### src/iee_pkg.sv
// ----------------------------------------------------------------------------
// Infix evaluator package
// Shared types, operator codes and status codes of the expression evaluator.
// ----------------------------------------------------------------------------
package iee_pkg;

  localparam int unsigned StackDepth = 16;
  localparam int unsigned ValueWidth = 32;
  localparam int unsigned SpW        = $clog2(StackDepth);
  localparam int unsigned CntW       = $clog2(StackDepth + 1);
  localparam int unsigned FifoDepth  = 4;
  localparam int unsigned FifoAw     = $clog2(FifoDepth);

  typedef logic [2:0] op_t;
  localparam op_t OpLparen = 3'd0;
  localparam op_t OpAdd    = 3'd1;
  localparam op_t OpSub    = 3'd2;
  localparam op_t OpMul    = 3'd3;
  localparam op_t OpDiv    = 3'd4;

  typedef logic [1:0] status_t;
  localparam status_t StOk    = 2'd0;
  localparam status_t StDiv0  = 2'd1;
  localparam status_t StMal   = 2'd2;
  localparam status_t StOvf   = 2'd3;

  typedef enum logic [2:0] {
    KIND_NONE   = 3'd0,
    KIND_DIGIT  = 3'd1,
    KIND_LPAREN = 3'd2,
    KIND_RPAREN = 3'd3,
    KIND_OPER   = 3'd4
  } kind_e;

  // One classified item handed from the front to the back.
  typedef struct packed {
    kind_e      kind;
    op_t        op;
    logic [3:0] digit;
    logic       last;
  } token_t;

  localparam int unsigned TokW = $bits(token_t);

  function automatic logic prec_hi(op_t op);
    return (op == OpMul) || (op == OpDiv);
  endfunction

endpackage

### src/iee_ram.sv
// ----------------------------------------------------------------------------
// Generic RAM
// Single write port, single read port, registered read data.
// ----------------------------------------------------------------------------
module iee_ram #(
  parameter int unsigned Width = 8,
  parameter int unsigned Depth = 16
) (
  input  logic                     clk_i,
  input  logic                     we_i,
  input  logic [$clog2(Depth)-1:0] waddr_i,
  input  logic [Width-1:0]         wdata_i,
  input  logic [$clog2(Depth)-1:0] raddr_i,
  output logic [Width-1:0]         rdata_o
);

  logic [Width-1:0] mem_q [Depth];

  always_ff @(posedge clk_i) begin
    if (we_i) begin
      mem_q[waddr_i] <= wdata_i;
    end
    rdata_o <= mem_q[raddr_i];
  end

endmodule

### src/iee_front.sv
// ----------------------------------------------------------------------------
// Evaluator front end
// Accepts characters, classifies them and queues tokens for the back end.
// ----------------------------------------------------------------------------
module iee_front import iee_pkg::*; (
  input  logic   clk_i,
  input  logic   rst_ni,
  input  logic   in_valid_i,
  output logic   in_ready_o,
  input  logic [7:0] char_i,
  input  logic   last_i,
  output logic   tok_valid_o,
  input  logic   tok_ready_i,
  output token_t tok_o
);

  token_t             fifo_q [FifoDepth];
  logic [FifoAw-1:0]  wp_q, wp_d, rp_q, rp_d;
  logic [FifoAw:0]    cnt_q, cnt_d;
  token_t             tok_in;
  logic               push, pop;

  always_comb begin
    tok_in       = '0;
    tok_in.last  = last_i;
    tok_in.digit = 4'(char_i - 8'h30);
    tok_in.kind  = KIND_NONE;
    tok_in.op    = OpLparen;
    case (char_i)
      8'h28: tok_in.kind = KIND_LPAREN;
      8'h29: tok_in.kind = KIND_RPAREN;
      8'h2B: begin tok_in.kind = KIND_OPER; tok_in.op = OpAdd; end
      8'h2D: begin tok_in.kind = KIND_OPER; tok_in.op = OpSub; end
      8'h2A: begin tok_in.kind = KIND_OPER; tok_in.op = OpMul; end
      8'h2F: begin tok_in.kind = KIND_OPER; tok_in.op = OpDiv; end
      default: begin
        if (char_i >= 8'h30 && char_i <= 8'h39) begin
          tok_in.kind = KIND_DIGIT;
        end
      end
    endcase
  end

  assign in_ready_o  = (cnt_q != (FifoAw+1)'(FifoDepth));
  assign tok_valid_o = (cnt_q != '0);
  assign tok_o       = fifo_q[rp_q];
  assign push        = in_valid_i && in_ready_o;
  assign pop         = tok_valid_o && tok_ready_i;

  always_comb begin
    wp_d  = push ? wp_q + 1'b1 : wp_q;
    rp_d  = pop ? rp_q + 1'b1 : rp_q;
    cnt_d = cnt_q + (FifoAw+1)'(push) - (FifoAw+1)'(pop);
  end

  always_ff @(posedge clk_i) begin
    if (push) begin
      fifo_q[wp_q] <= tok_in;
    end
  end

  always_ff @(posedge clk_i or negedge rst_ni) begin
    if (!rst_ni) begin
      wp_q  <= '0;
      rp_q  <= '0;
      cnt_q <= '0;
    end else begin
      wp_q  <= wp_d;
      rp_q  <= rp_d;
      cnt_q <= cnt_d;
    end
  end

endmodule

### src/iee_div.sv
// ----------------------------------------------------------------------------
// Iterative divider
// Signed division truncating toward zero, one quotient bit per cycle.
// ----------------------------------------------------------------------------
module iee_div import iee_pkg::*; (
  input  logic                  clk_i,
  input  logic                  rst_ni,
  input  logic                  start_i,
  input  logic [ValueWidth-1:0] a_i,
  input  logic [ValueWidth-1:0] b_i,
  output logic                  done_o,
  output logic [ValueWidth-1:0] q_o
);

  localparam int unsigned CW = $clog2(ValueWidth + 1);

  logic [ValueWidth-1:0] rem_q, quo_q, div_q;
  logic [CW-1:0]         cnt_q;
  logic                  busy_q, neg_q, done_q;
  logic [ValueWidth:0]   trial;
  logic [ValueWidth-1:0] ma, mb;

  assign ma    = a_i[ValueWidth-1] ? -a_i : a_i;
  assign mb    = b_i[ValueWidth-1] ? -b_i : b_i;
  assign trial = {rem_q, quo_q[ValueWidth-1]} - {1'b0, div_q};
  assign done_o = done_q;
  assign q_o   = neg_q ? -quo_q : quo_q;

  always_ff @(posedge clk_i or negedge rst_ni) begin
    if (!rst_ni) begin
      busy_q <= 1'b0;
      done_q <= 1'b0;
      cnt_q  <= '0;
    end else begin
      done_q <= 1'b0;
      if (start_i) begin
        busy_q <= 1'b1;
        cnt_q  <= CW'(ValueWidth);
      end else if (busy_q) begin
        cnt_q <= cnt_q - 1'b1;
        if (cnt_q == CW'(1)) begin
          busy_q <= 1'b0;
          done_q <= 1'b1;
        end
      end
    end
  end

  always_ff @(posedge clk_i) begin
    if (start_i) begin
      rem_q <= '0;
      quo_q <= ma;
      div_q <= mb;
      neg_q <= a_i[ValueWidth-1] ^ b_i[ValueWidth-1];
    end else if (busy_q) begin
      if (!trial[ValueWidth]) begin
        rem_q <= trial[ValueWidth-1:0];
        quo_q <= {quo_q[ValueWidth-2:0], 1'b1};
      end else begin
        rem_q <= {rem_q[ValueWidth-2:0], quo_q[ValueWidth-1]};
        quo_q <= {quo_q[ValueWidth-2:0], 1'b0};
      end
    end
  end

endmodule

### src/iee_back.sv
// ----------------------------------------------------------------------------
// Evaluator back end
// Executes tokens on the two stacks and produces the final result.
// ----------------------------------------------------------------------------
module iee_back import iee_pkg::*; (
  input  logic                  clk_i,
  input  logic                  rst_ni,
  input  logic                  tok_valid_i,
  output logic                  tok_ready_o,
  input  token_t                tok_i,
  output logic                  res_valid_o,
  input  logic                  res_ready_i,
  output logic [ValueWidth-1:0] res_value_o,
  output status_t               res_status_o
);

  typedef enum logic [3:0] {
    S_IDLE, S_DISPATCH, S_PEEK, S_POPB, S_POPA, S_WAITA, S_EXEC, S_DIVW,
    S_CLOSE, S_DRAIN, S_FIN, S_FINW, S_OUT
  } state_e;

  state_e             state_q;
  token_t             tok_q;
  logic [CntW-1:0]    vcnt_q, ocnt_q;
  status_t            st_q;
  op_t                op_q;
  logic [ValueWidth-1:0] a_q, b_q;
  logic               out_v_q;
  logic [ValueWidth-1:0] out_val_q;
  status_t            out_st_q;

  logic               vwe, owe;
  logic [SpW-1:0]     vwa, vra, owa, ora;
  logic [ValueWidth-1:0] vwd, vrd;
  op_t                owd, ord;
  logic               div_start, div_done;
  logic [ValueWidth-1:0] div_q;
  logic [ValueWidth-1:0] mul_r;

  iee_ram #(.Width(ValueWidth), .Depth(StackDepth)) u_vram (
    .clk_i, .we_i(vwe), .waddr_i(vwa), .wdata_i(vwd), .raddr_i(vra), .rdata_o(vrd)
  );
  iee_ram #(.Width(3), .Depth(StackDepth)) u_oram (
    .clk_i, .we_i(owe), .waddr_i(owa), .wdata_i(owd), .raddr_i(ora), .rdata_o(ord)
  );
  iee_div u_div (
    .clk_i, .rst_ni, .start_i(div_start), .a_i(a_q), .b_i(b_q),
    .done_o(div_done), .q_o(div_q)
  );

  assign mul_r = ValueWidth'(a_q * b_q);

  // Read addresses point at the current tops, except in S_POPB, where the operand address is one below the top.
  assign ora = SpW'(ocnt_q - 1'b1);
  always_comb begin
    case (state_q)
      S_POPB:  vra = SpW'(vcnt_q - CntW'(2));
      default: vra = SpW'(vcnt_q - 1'b1);
    endcase
  end

  assign tok_ready_o  = (state_q == S_IDLE);
  assign res_valid_o  = out_v_q;
  assign res_value_o  = out_val_q;
  assign res_status_o = out_st_q;
  assign div_start    = (state_q == S_EXEC) && (op_q == OpDiv) && (b_q != '0);

  always_comb begin
    vwe = 1'b0; vwa = SpW'(vcnt_q); vwd = '0;
    owe = 1'b0; owa = SpW'(ocnt_q); owd = tok_q.op;
    case (state_q)
      S_DISPATCH: begin
        if (tok_q.kind == KIND_DIGIT && vcnt_q < CntW'(StackDepth)) begin
          vwe = 1'b1; vwd = ValueWidth'(tok_q.digit);
        end
      end
      S_PEEK: begin
        if ((tok_q.kind == KIND_OPER || tok_q.kind == KIND_LPAREN)
            && ocnt_q < CntW'(StackDepth)) begin
          owe = 1'b1;
          owd = (tok_q.kind == KIND_LPAREN) ? OpLparen : tok_q.op;
        end
      end
      S_EXEC: begin
        if (op_q != OpDiv) begin
          vwe = 1'b1;
          vwa = SpW'(vcnt_q);
          case (op_q)
            OpAdd:   vwd = a_q + b_q;
            OpSub:   vwd = a_q - b_q;
            default: vwd = mul_r;
          endcase
        end else if (b_q == '0) begin
          vwe = 1'b1; vwd = '0;
        end
      end
      S_DIVW: begin
        vwe = div_done; vwd = div_q;
      end
      default: ;
    endcase
  end

  function automatic status_t flag(status_t cur, status_t code);
    return (cur == StOk) ? code : cur;
  endfunction

  // S_CLOSE sees the operator top through the registered read port once its address has settled, and
  // S_PEEK pushes '(' or an operator. Reductions pop the operator, then read
  // b and a through the registered operand port.
  always_ff @(posedge clk_i or negedge rst_ni) begin
    if (!rst_ni) begin
      state_q <= S_IDLE;
      vcnt_q  <= '0;
      ocnt_q  <= '0;
      st_q    <= StOk;
      out_v_q <= 1'b0;
      tok_q   <= '0;
      op_q    <= OpLparen;
      a_q     <= '0;
      b_q     <= '0;
      out_val_q <= '0;
      out_st_q  <= StOk;
    end else begin
      if (res_valid_o && res_ready_i) begin
        out_v_q <= 1'b0;
      end
      case (state_q)
        S_IDLE: begin
          if (tok_valid_i) begin
            tok_q   <= tok_i;
            state_q <= S_DISPATCH;
          end
        end
        S_DISPATCH: begin
          case (tok_q.kind)
            KIND_DIGIT: begin
              if (vcnt_q < CntW'(StackDepth)) vcnt_q <= vcnt_q + 1'b1;
              else st_q <= flag(st_q, StOvf);
              state_q <= tok_q.last ? S_DRAIN : S_IDLE;
            end
            KIND_LPAREN: state_q <= S_PEEK;
            KIND_NONE:   state_q <= tok_q.last ? S_DRAIN : S_IDLE;
            default:     state_q <= S_CLOSE;
          endcase
        end
        S_CLOSE: begin
          // ord now shows the operator top.
          if (ocnt_q == '0) begin
            state_q <= (tok_q.kind == KIND_OPER) ? S_PEEK
                     : (tok_q.last ? S_DRAIN : S_IDLE);
          end else if (ord == OpLparen) begin
            if (tok_q.kind == KIND_RPAREN) begin
              ocnt_q  <= ocnt_q - 1'b1;
              state_q <= tok_q.last ? S_DRAIN : S_IDLE;
            end else begin
              state_q <= S_PEEK;
            end
          end else if (tok_q.kind == KIND_RPAREN
                       || prec_hi(ord) || !prec_hi(tok_q.op)) begin
            op_q    <= ord;
            ocnt_q  <= ocnt_q - 1'b1;
            state_q <= S_POPB;
          end else begin
            state_q <= S_PEEK;
          end
        end
        S_PEEK: begin
          // Push of '(' or an operator.
          if (ocnt_q < CntW'(StackDepth)) ocnt_q <= ocnt_q + 1'b1;
          else st_q <= flag(st_q, StOvf);
          state_q <= tok_q.last ? S_DRAIN : S_IDLE;
        end
        S_POPB: begin
          if (op_q == OpLparen || vcnt_q < CntW'(2)) begin
            st_q    <= flag(st_q, StMal);
            state_q <= tok_q.last && tok_q.kind == KIND_NONE ? S_DRAIN : S_WAITA;
            op_q    <= OpLparen;
          end else begin
            b_q     <= vrd;
            state_q <= S_POPA;
          end
        end
        S_POPA: begin
          a_q     <= vrd;
          vcnt_q  <= vcnt_q - CntW'(2);
          state_q <= S_EXEC;
        end
        S_WAITA: begin
          // After a reduction, done or discarded: resume the scan (or the drain).
          state_q <= (tok_q.kind == KIND_NONE && tok_q.last) ? S_DRAIN : S_CLOSE;
        end
        S_EXEC: begin
          if (op_q == OpDiv && b_q != '0) begin
            state_q <= S_DIVW;
          end else begin
            if (op_q == OpDiv) st_q <= flag(st_q, StDiv0);
            vcnt_q  <= vcnt_q + 1'b1;
            state_q <= S_WAITA;
          end
        end
        S_DIVW: begin
          if (div_done) begin
            vcnt_q  <= vcnt_q + 1'b1;
            state_q <= S_WAITA;
          end
        end
        S_DRAIN: begin
          // The drain reuses the reduction path; a marker token steers it back.
          tok_q.kind <= KIND_NONE;
          tok_q.last <= 1'b1;
          state_q    <= S_FIN;
        end
        S_FIN: begin
          if (ocnt_q != '0) begin
            op_q    <= ord;
            ocnt_q  <= ocnt_q - 1'b1;
            state_q <= S_POPB;
          end else begin
            state_q <= S_FINW;
          end
        end
        S_FINW: begin
          state_q <= S_OUT;
        end
        S_OUT: begin
          if (!out_v_q) begin
            out_v_q   <= 1'b1;
            out_val_q <= (vcnt_q == '0) ? '0 : vrd;
            out_st_q  <= (vcnt_q == CntW'(1)) ? st_q : flag(st_q, StMal);
            vcnt_q    <= '0;
            ocnt_q    <= '0;
            st_q      <= StOk;
            state_q   <= S_IDLE;
          end
        end
        default: state_q <= S_IDLE;
      endcase
    end
  end

`ifndef SYNTHESIS
  a_vcnt_range: assert property (@(posedge clk_i) disable iff (!rst_ni)
    vcnt_q <= CntW'(StackDepth)) else $error("operand count out of range");
  a_ocnt_range: assert property (@(posedge clk_i) disable iff (!rst_ni)
    ocnt_q <= CntW'(StackDepth)) else $error("operator count out of range");
  a_out_hold: assert property (@(posedge clk_i) disable iff (!rst_ni)
    out_v_q && !res_ready_i |=> out_v_q && $stable(out_val_q))
    else $error("result dropped while stalled");
  a_clear: assert property (@(posedge clk_i) disable iff (!rst_ni)
    $rose(out_v_q) |-> vcnt_q == '0 && st_q == StOk)
    else $error("stacks not cleared after result");
`endif

endmodule

### src/infix_expression_evaluator_top.sv
// The back end takes one token at a time and accepts the next only after it
// has finished with the last one; a division reduction waits on the
// bit-serial divider, which sets the worst-case rate. A result follows its
// last item once the operator stack has been drained.
// Items stream into a 4-entry token queue, so input continues while the back
// end reduces. Reset (rst_ni low, asynchronous) empties stacks, queue, status.
// ----------------------------------------------------------------------------
// Infix expression evaluator top
// Two-stack evaluator of single-digit infix expressions with status.
// ----------------------------------------------------------------------------
module infix_expression_evaluator_top import iee_pkg::*; (
  input  logic        clk_i,
  input  logic        rst_ni,
  input  logic        s_axis_tvalid,
  output logic        s_axis_tready,
  input  logic [7:0]  s_axis_tdata,   // [7:0] char_in
  input  logic        s_axis_tlast,   // last_char
  output logic        m_axis_tvalid,
  input  logic        m_axis_tready,
  output logic [31:0] m_axis_tdata,   // [31:0] result_value
  output logic [1:0]  m_axis_tuser    // [1:0] status
);

  logic   tok_valid, tok_ready;
  token_t tok;
  logic [ValueWidth-1:0] value;

  // The front end classifies each character and queues it as a token.
  iee_front u_front (
    .clk_i, .rst_ni,
    .in_valid_i(s_axis_tvalid), .in_ready_o(s_axis_tready),
    .char_i(s_axis_tdata), .last_i(s_axis_tlast),
    .tok_valid_o(tok_valid), .tok_ready_i(tok_ready), .tok_o(tok)
  );

  // The back end runs the stacks and holds the result in its output register.
  iee_back u_back (
    .clk_i, .rst_ni,
    .tok_valid_i(tok_valid), .tok_ready_o(tok_ready), .tok_i(tok),
    .res_valid_o(m_axis_tvalid), .res_ready_i(m_axis_tready),
    .res_value_o(value), .res_status_o(m_axis_tuser)
  );

  // The value is sign-extended or truncated to the 32-bit result field.
  assign m_axis_tdata = 32'(signed'(value));

endmodule

### config.mk
export PLATFORM = sky130hd
export DESIGN_NAME = infix_expression_evaluator_top
export DESIGN_NICKNAME = d
export VERILOG_FILES = /design/src/iee_pkg.sv /design/src/iee_ram.sv /design/src/iee_front.sv /design/src/iee_div.sv /design/src/iee_back.sv /design/src/infix_expression_evaluator_top.sv
export SDC_FILE = /design/constraint.sdc
export NUM_CORES = 2
export LEC_CHECK = 0
export ABC_AREA = 0
export CAP_MARGIN = 20
export CORE_MARGIN = 2
export CORE_UTILIZATION = 67
export CTS_BUF_LIST = sky130_fd_sc_hd__clkbuf_4
export DETAILED_ROUTE_END_ITERATION = 16
export DONT_BUFFER_PORTS = 1
export PLACE_DENSITY_LB_ADDON = 0.15
export SLEW_MARGIN = 25
export SYNTH_ARGS = -nofsm -noshare
export SYNTH_HDL_FRONTEND = slang
export SYNTH_HIERARCHICAL = 1
export SYNTH_SLANG_ARGS = --single-unit
### constraint.sdc
create_clock -name clk_i -period 9.6 [get_ports clk_i]
set_clock_uncertainty 0.1 [all_clocks]
set_input_delay 1.92 -clock clk_i [delete_from_list [all_inputs] [get_ports clk_i]]
set_output_delay 1.92 -clock clk_i [all_outputs]
set_load 0.02 [all_outputs]
==> results.toml <==
[clocking]
cts_tree = "done"
cts_buffer_depth = 3
cts_sinks = 880
hold_buffers = 0
clk_latency_ns = 1.10
cts-buffers-inserted = 214
clk_pin_slew_ns = 0.08
cts_setup_buffers = 0
cts_resized = 0
cts_max_level = 4
ctsRootBufferMaster = "clkbuf_4"

[critical_path]
worstRegToRegCells = 24
cp_cell_sequence = "and2_1 > fa_1 > fa_1 > fa_1 > inv_1 > fa_1 > inv_1 > fa_1 > fa_1 > fa_1 > inv_1 > fa_1 > inv_1 > ha_1 > a21o_1 > a21oi_1 > o21ai_0 > a311oi_1 > a21bo_2 > a21o_1 > a21oi_1 > xor2_1 > o211ai_1 > clkbuf_4"
start_kind = "flop"
critPathTopFamily = "adder cells"
critPathKind = "reg -> reg"
max_stage_delay_ns = 0.88
worst-path-buf-inv = 5
worst_setup_path_end_kind = "flop"
cp_num_cells = 24
crit_required_ns = 10.27
crit_fanout = 26
cp_slowest_cell = "dfrtp_1"
crit_arrival_ns = 9.27
crit_top_cell = "fa_1"

[synthesis]
synth_cell_types = 100
ys.flop_type = "edfxtp_1"
synthArstFlopShare = 0.164
synth.ff_latch_count = 880
synthesis.area_um2 = 56700
synth_edf_count = 669
yosysWarnings = 6
synthCells = 4796
syn_nets = 5429
seq_area_frac_synth = 0.441
avgSynthCellArea_um2 = 11.8

[place]
dp_hpwl_um = 102000
place.gp.congestion = 0.953
port_buffers = 0

[floorplan]
ios = 49
die_w_um = 295
start_util = 0.678
die_height_um = 295
dieArea_um2 = 87000
num_rows = 106
core_um2 = 83700

[routing]
viasPerCell = 6.23
drt_iter0_markers = 4000
antenna_left = 0
vias = 38758
post-route-drc-count = 0
routedWlPerCell_um = 24.2
drt_wl_total_um = 151000
drt_first_pass_iters = 6

[global_route]
grt_pass1_wl_um = 234000
antenna_found_initial = 3
grt_busiest_layer = "met2"
use_met2 = 0.564
grt_pass1_vias = 40024
grt.overflow.total = 0
met3_usage = 0.0782
use_met1 = 0.486
track_usage = 0.360
grt_max_degree = 145

[worst_hold_path]
hp-class = "reg -> reg"
hold_depth = 2

[final_layout]
post-route-util = 0.731
area_delta_synth_final_pct = 7.87
nets = 5522
drive_gt1_frac = 0.142

[sta]
worstMarginPinSlew_ns = 1.01
fmax_mhz = 116
setup_viol = 0
hold_violations = 0
slew_viol_final = 0
finalSetupTns_ns = 0
rsz0062_at_grt = "false"
period_share = 0.896
period_minus_slack_ns = 8.60
slew_headroom = 0.320

[run_status]
status = "completed"

[job]
cap_violations = 0
## metal layers
| metal | part of all wire | wire length, um | up-vias |
|---|---|---|---|
| met4 | 0.049 | 7340 | 0 |
| met1 | 0.38 | 56700 | 19180 |
| li1 | - | - | 16916 |
| met5 | 0 | 0 | - |
| met2 | 0.47 | 70200 | 2248 |
| met3 | 0.11 | 16300 | 414 |
## area by class of cell
cell class,count,area (um^2)
repair buffers,123,963
well taps,1134,1420
flip-flops and latches,880,25000
multi-input cells,3139,28900
inverters,531,1990
clock buffers,324,2430
clock inverters,82,463
fillers,5710,22500
diodes,4,10.0
## metrics by stage
step	area (um^2)	cells	setup slack (ns)	hold slack, ns
global route	61200	6216	0.602	0.407
floorplan	56700	4796	1.71	0.322
global placement	58200	5804	1.05	0.370
detailed placement	58200	5804	0.916	0.378
CTS	61100	6210	0.793	0.328
finish	61200	6217	1.00	0.397
## registers in the layout (all words and copies together) (netlist names), 6 cells and up
register / flops
u_back/u_vram/rdata_o: 32
u_back/tok_q: 11
u_back/u_div/quo_q: 32
u_back/a_q: 32
u_back/u_oram/mem_q: 48
u_back/b_q: 32
u_front/fifo_q: 44
u_back/res_value_o: 32
u_back/u_div/cnt_q: 6
u_back/u_div/div_q: 32
u_back/u_div/rem_q: 32
u_back/u_vram/mem_q: 512
## worst register-to-register path, cell delays in order (launching register included)
cell	delay [ns]
dfrtp_1	0.88
and2_1	0.27
fa_1	0.45
fa_1	0.50
fa_1	0.52
inv_1	0.06
fa_1	0.53
inv_1	0.05
fa_1	0.52
fa_1	0.45
fa_1	0.56
inv_1	0.06
fa_1	0.54
inv_1	0.07
ha_1	0.37
a21o_1	0.20
a21oi_1	0.16
o21ai_0	0.14
a311oi_1	0.28
a21bo_2	0.29
a21o_1	0.18
a21oi_1	0.16
xor2_1	0.34
o211ai_1	0.31
clkbuf_4	0.30
## placed cells by master (no fill, tap or decap), drive strengths merged, types with 39 or more instances in the layout
cell    synthesis  final
o31ai          44     44
dfxtp          67     67
xor2           92     92
nand2         519    519
inv           531    536
xnor2         166    166
edfxtp        669    669
ha            209    209
and2          317    317
o21ai         157    157
nor2          208    208
a22o           39     39
nor3           51     51
nand2b         40     40
buf            47    122
fa            411    411
dfrtp         144    144
nand3          53     53
mux4          151    151
clkbuf        199    325
a21oi         141    141
a21o           39     39
clkinv          0     71
a22oi          82     82
## kinds of logic (layout without fill, tap and decap cells)
group	Yosys count	in the layout	share of synthesized area
xor+xnor	258	258	0.0402
fa+ha+maj	620	620	0.191
simple gates	1363	1363	0.120
flops	880	880	0.441
buf+inv	777	1060	0.0530
mux	215	215	0.0728
other cells	0	4	0
compound gates	683	683	0.0817
## Yosys cell counts, types with 92 or more instances
master	instances	area, um^2
fa_1	411	8230
clkbuf_1	197	739
dfrtp_1	144	3600
o21ai_0	153	766
edfxtp_1	669	20100
a21oi_1	140	701
xnor2_1	165	1450
nand2_1	519	1950
xor2_1	92	806
and2_1	317	1980
inv_1	531	1990
mux4_2	140	3150
nor2_1	207	777
ha_1	209	2620
## worst paths after layout
| path | start | endpoint | slack, ns |
|---|---|---|---|
| worst min-delay path | u_back/u_div/rem_q[14]$_SDFFE_PP0P_ | u_back/u_div/rem_q[14]$_SDFFE_PP0P_ | 0.40 |
| worst max register to register | u_back/b_q[6]$_DFFE_PN0P_ | u_back/u_vram/mem_q[0][27]$_DFFE_PP_ | 1.0 |
| worst min register to register | u_back/u_div/rem_q[14]$_SDFFE_PP0P_ | u_back/u_div/rem_q[14]$_SDFFE_PP0P_ | 0.40 |
| max in group asynchronous | rst_ni | u_back/res_valid_o$_DFF_PN0_ | 8.51 |
| min in group asynchronous | rst_ni | u_back/res_value_o[26]$_DFFE_PN0P_ | 0.49 |
| worst max-delay path | u_back/b_q[6]$_DFFE_PN0P_ | u_back/u_vram/mem_q[0][27]$_DFFE_PP_ | 1.0 |
Power is not shown: default switching activity piles up to over one toggle a cycle in this logic, so the estimate is an artifact.
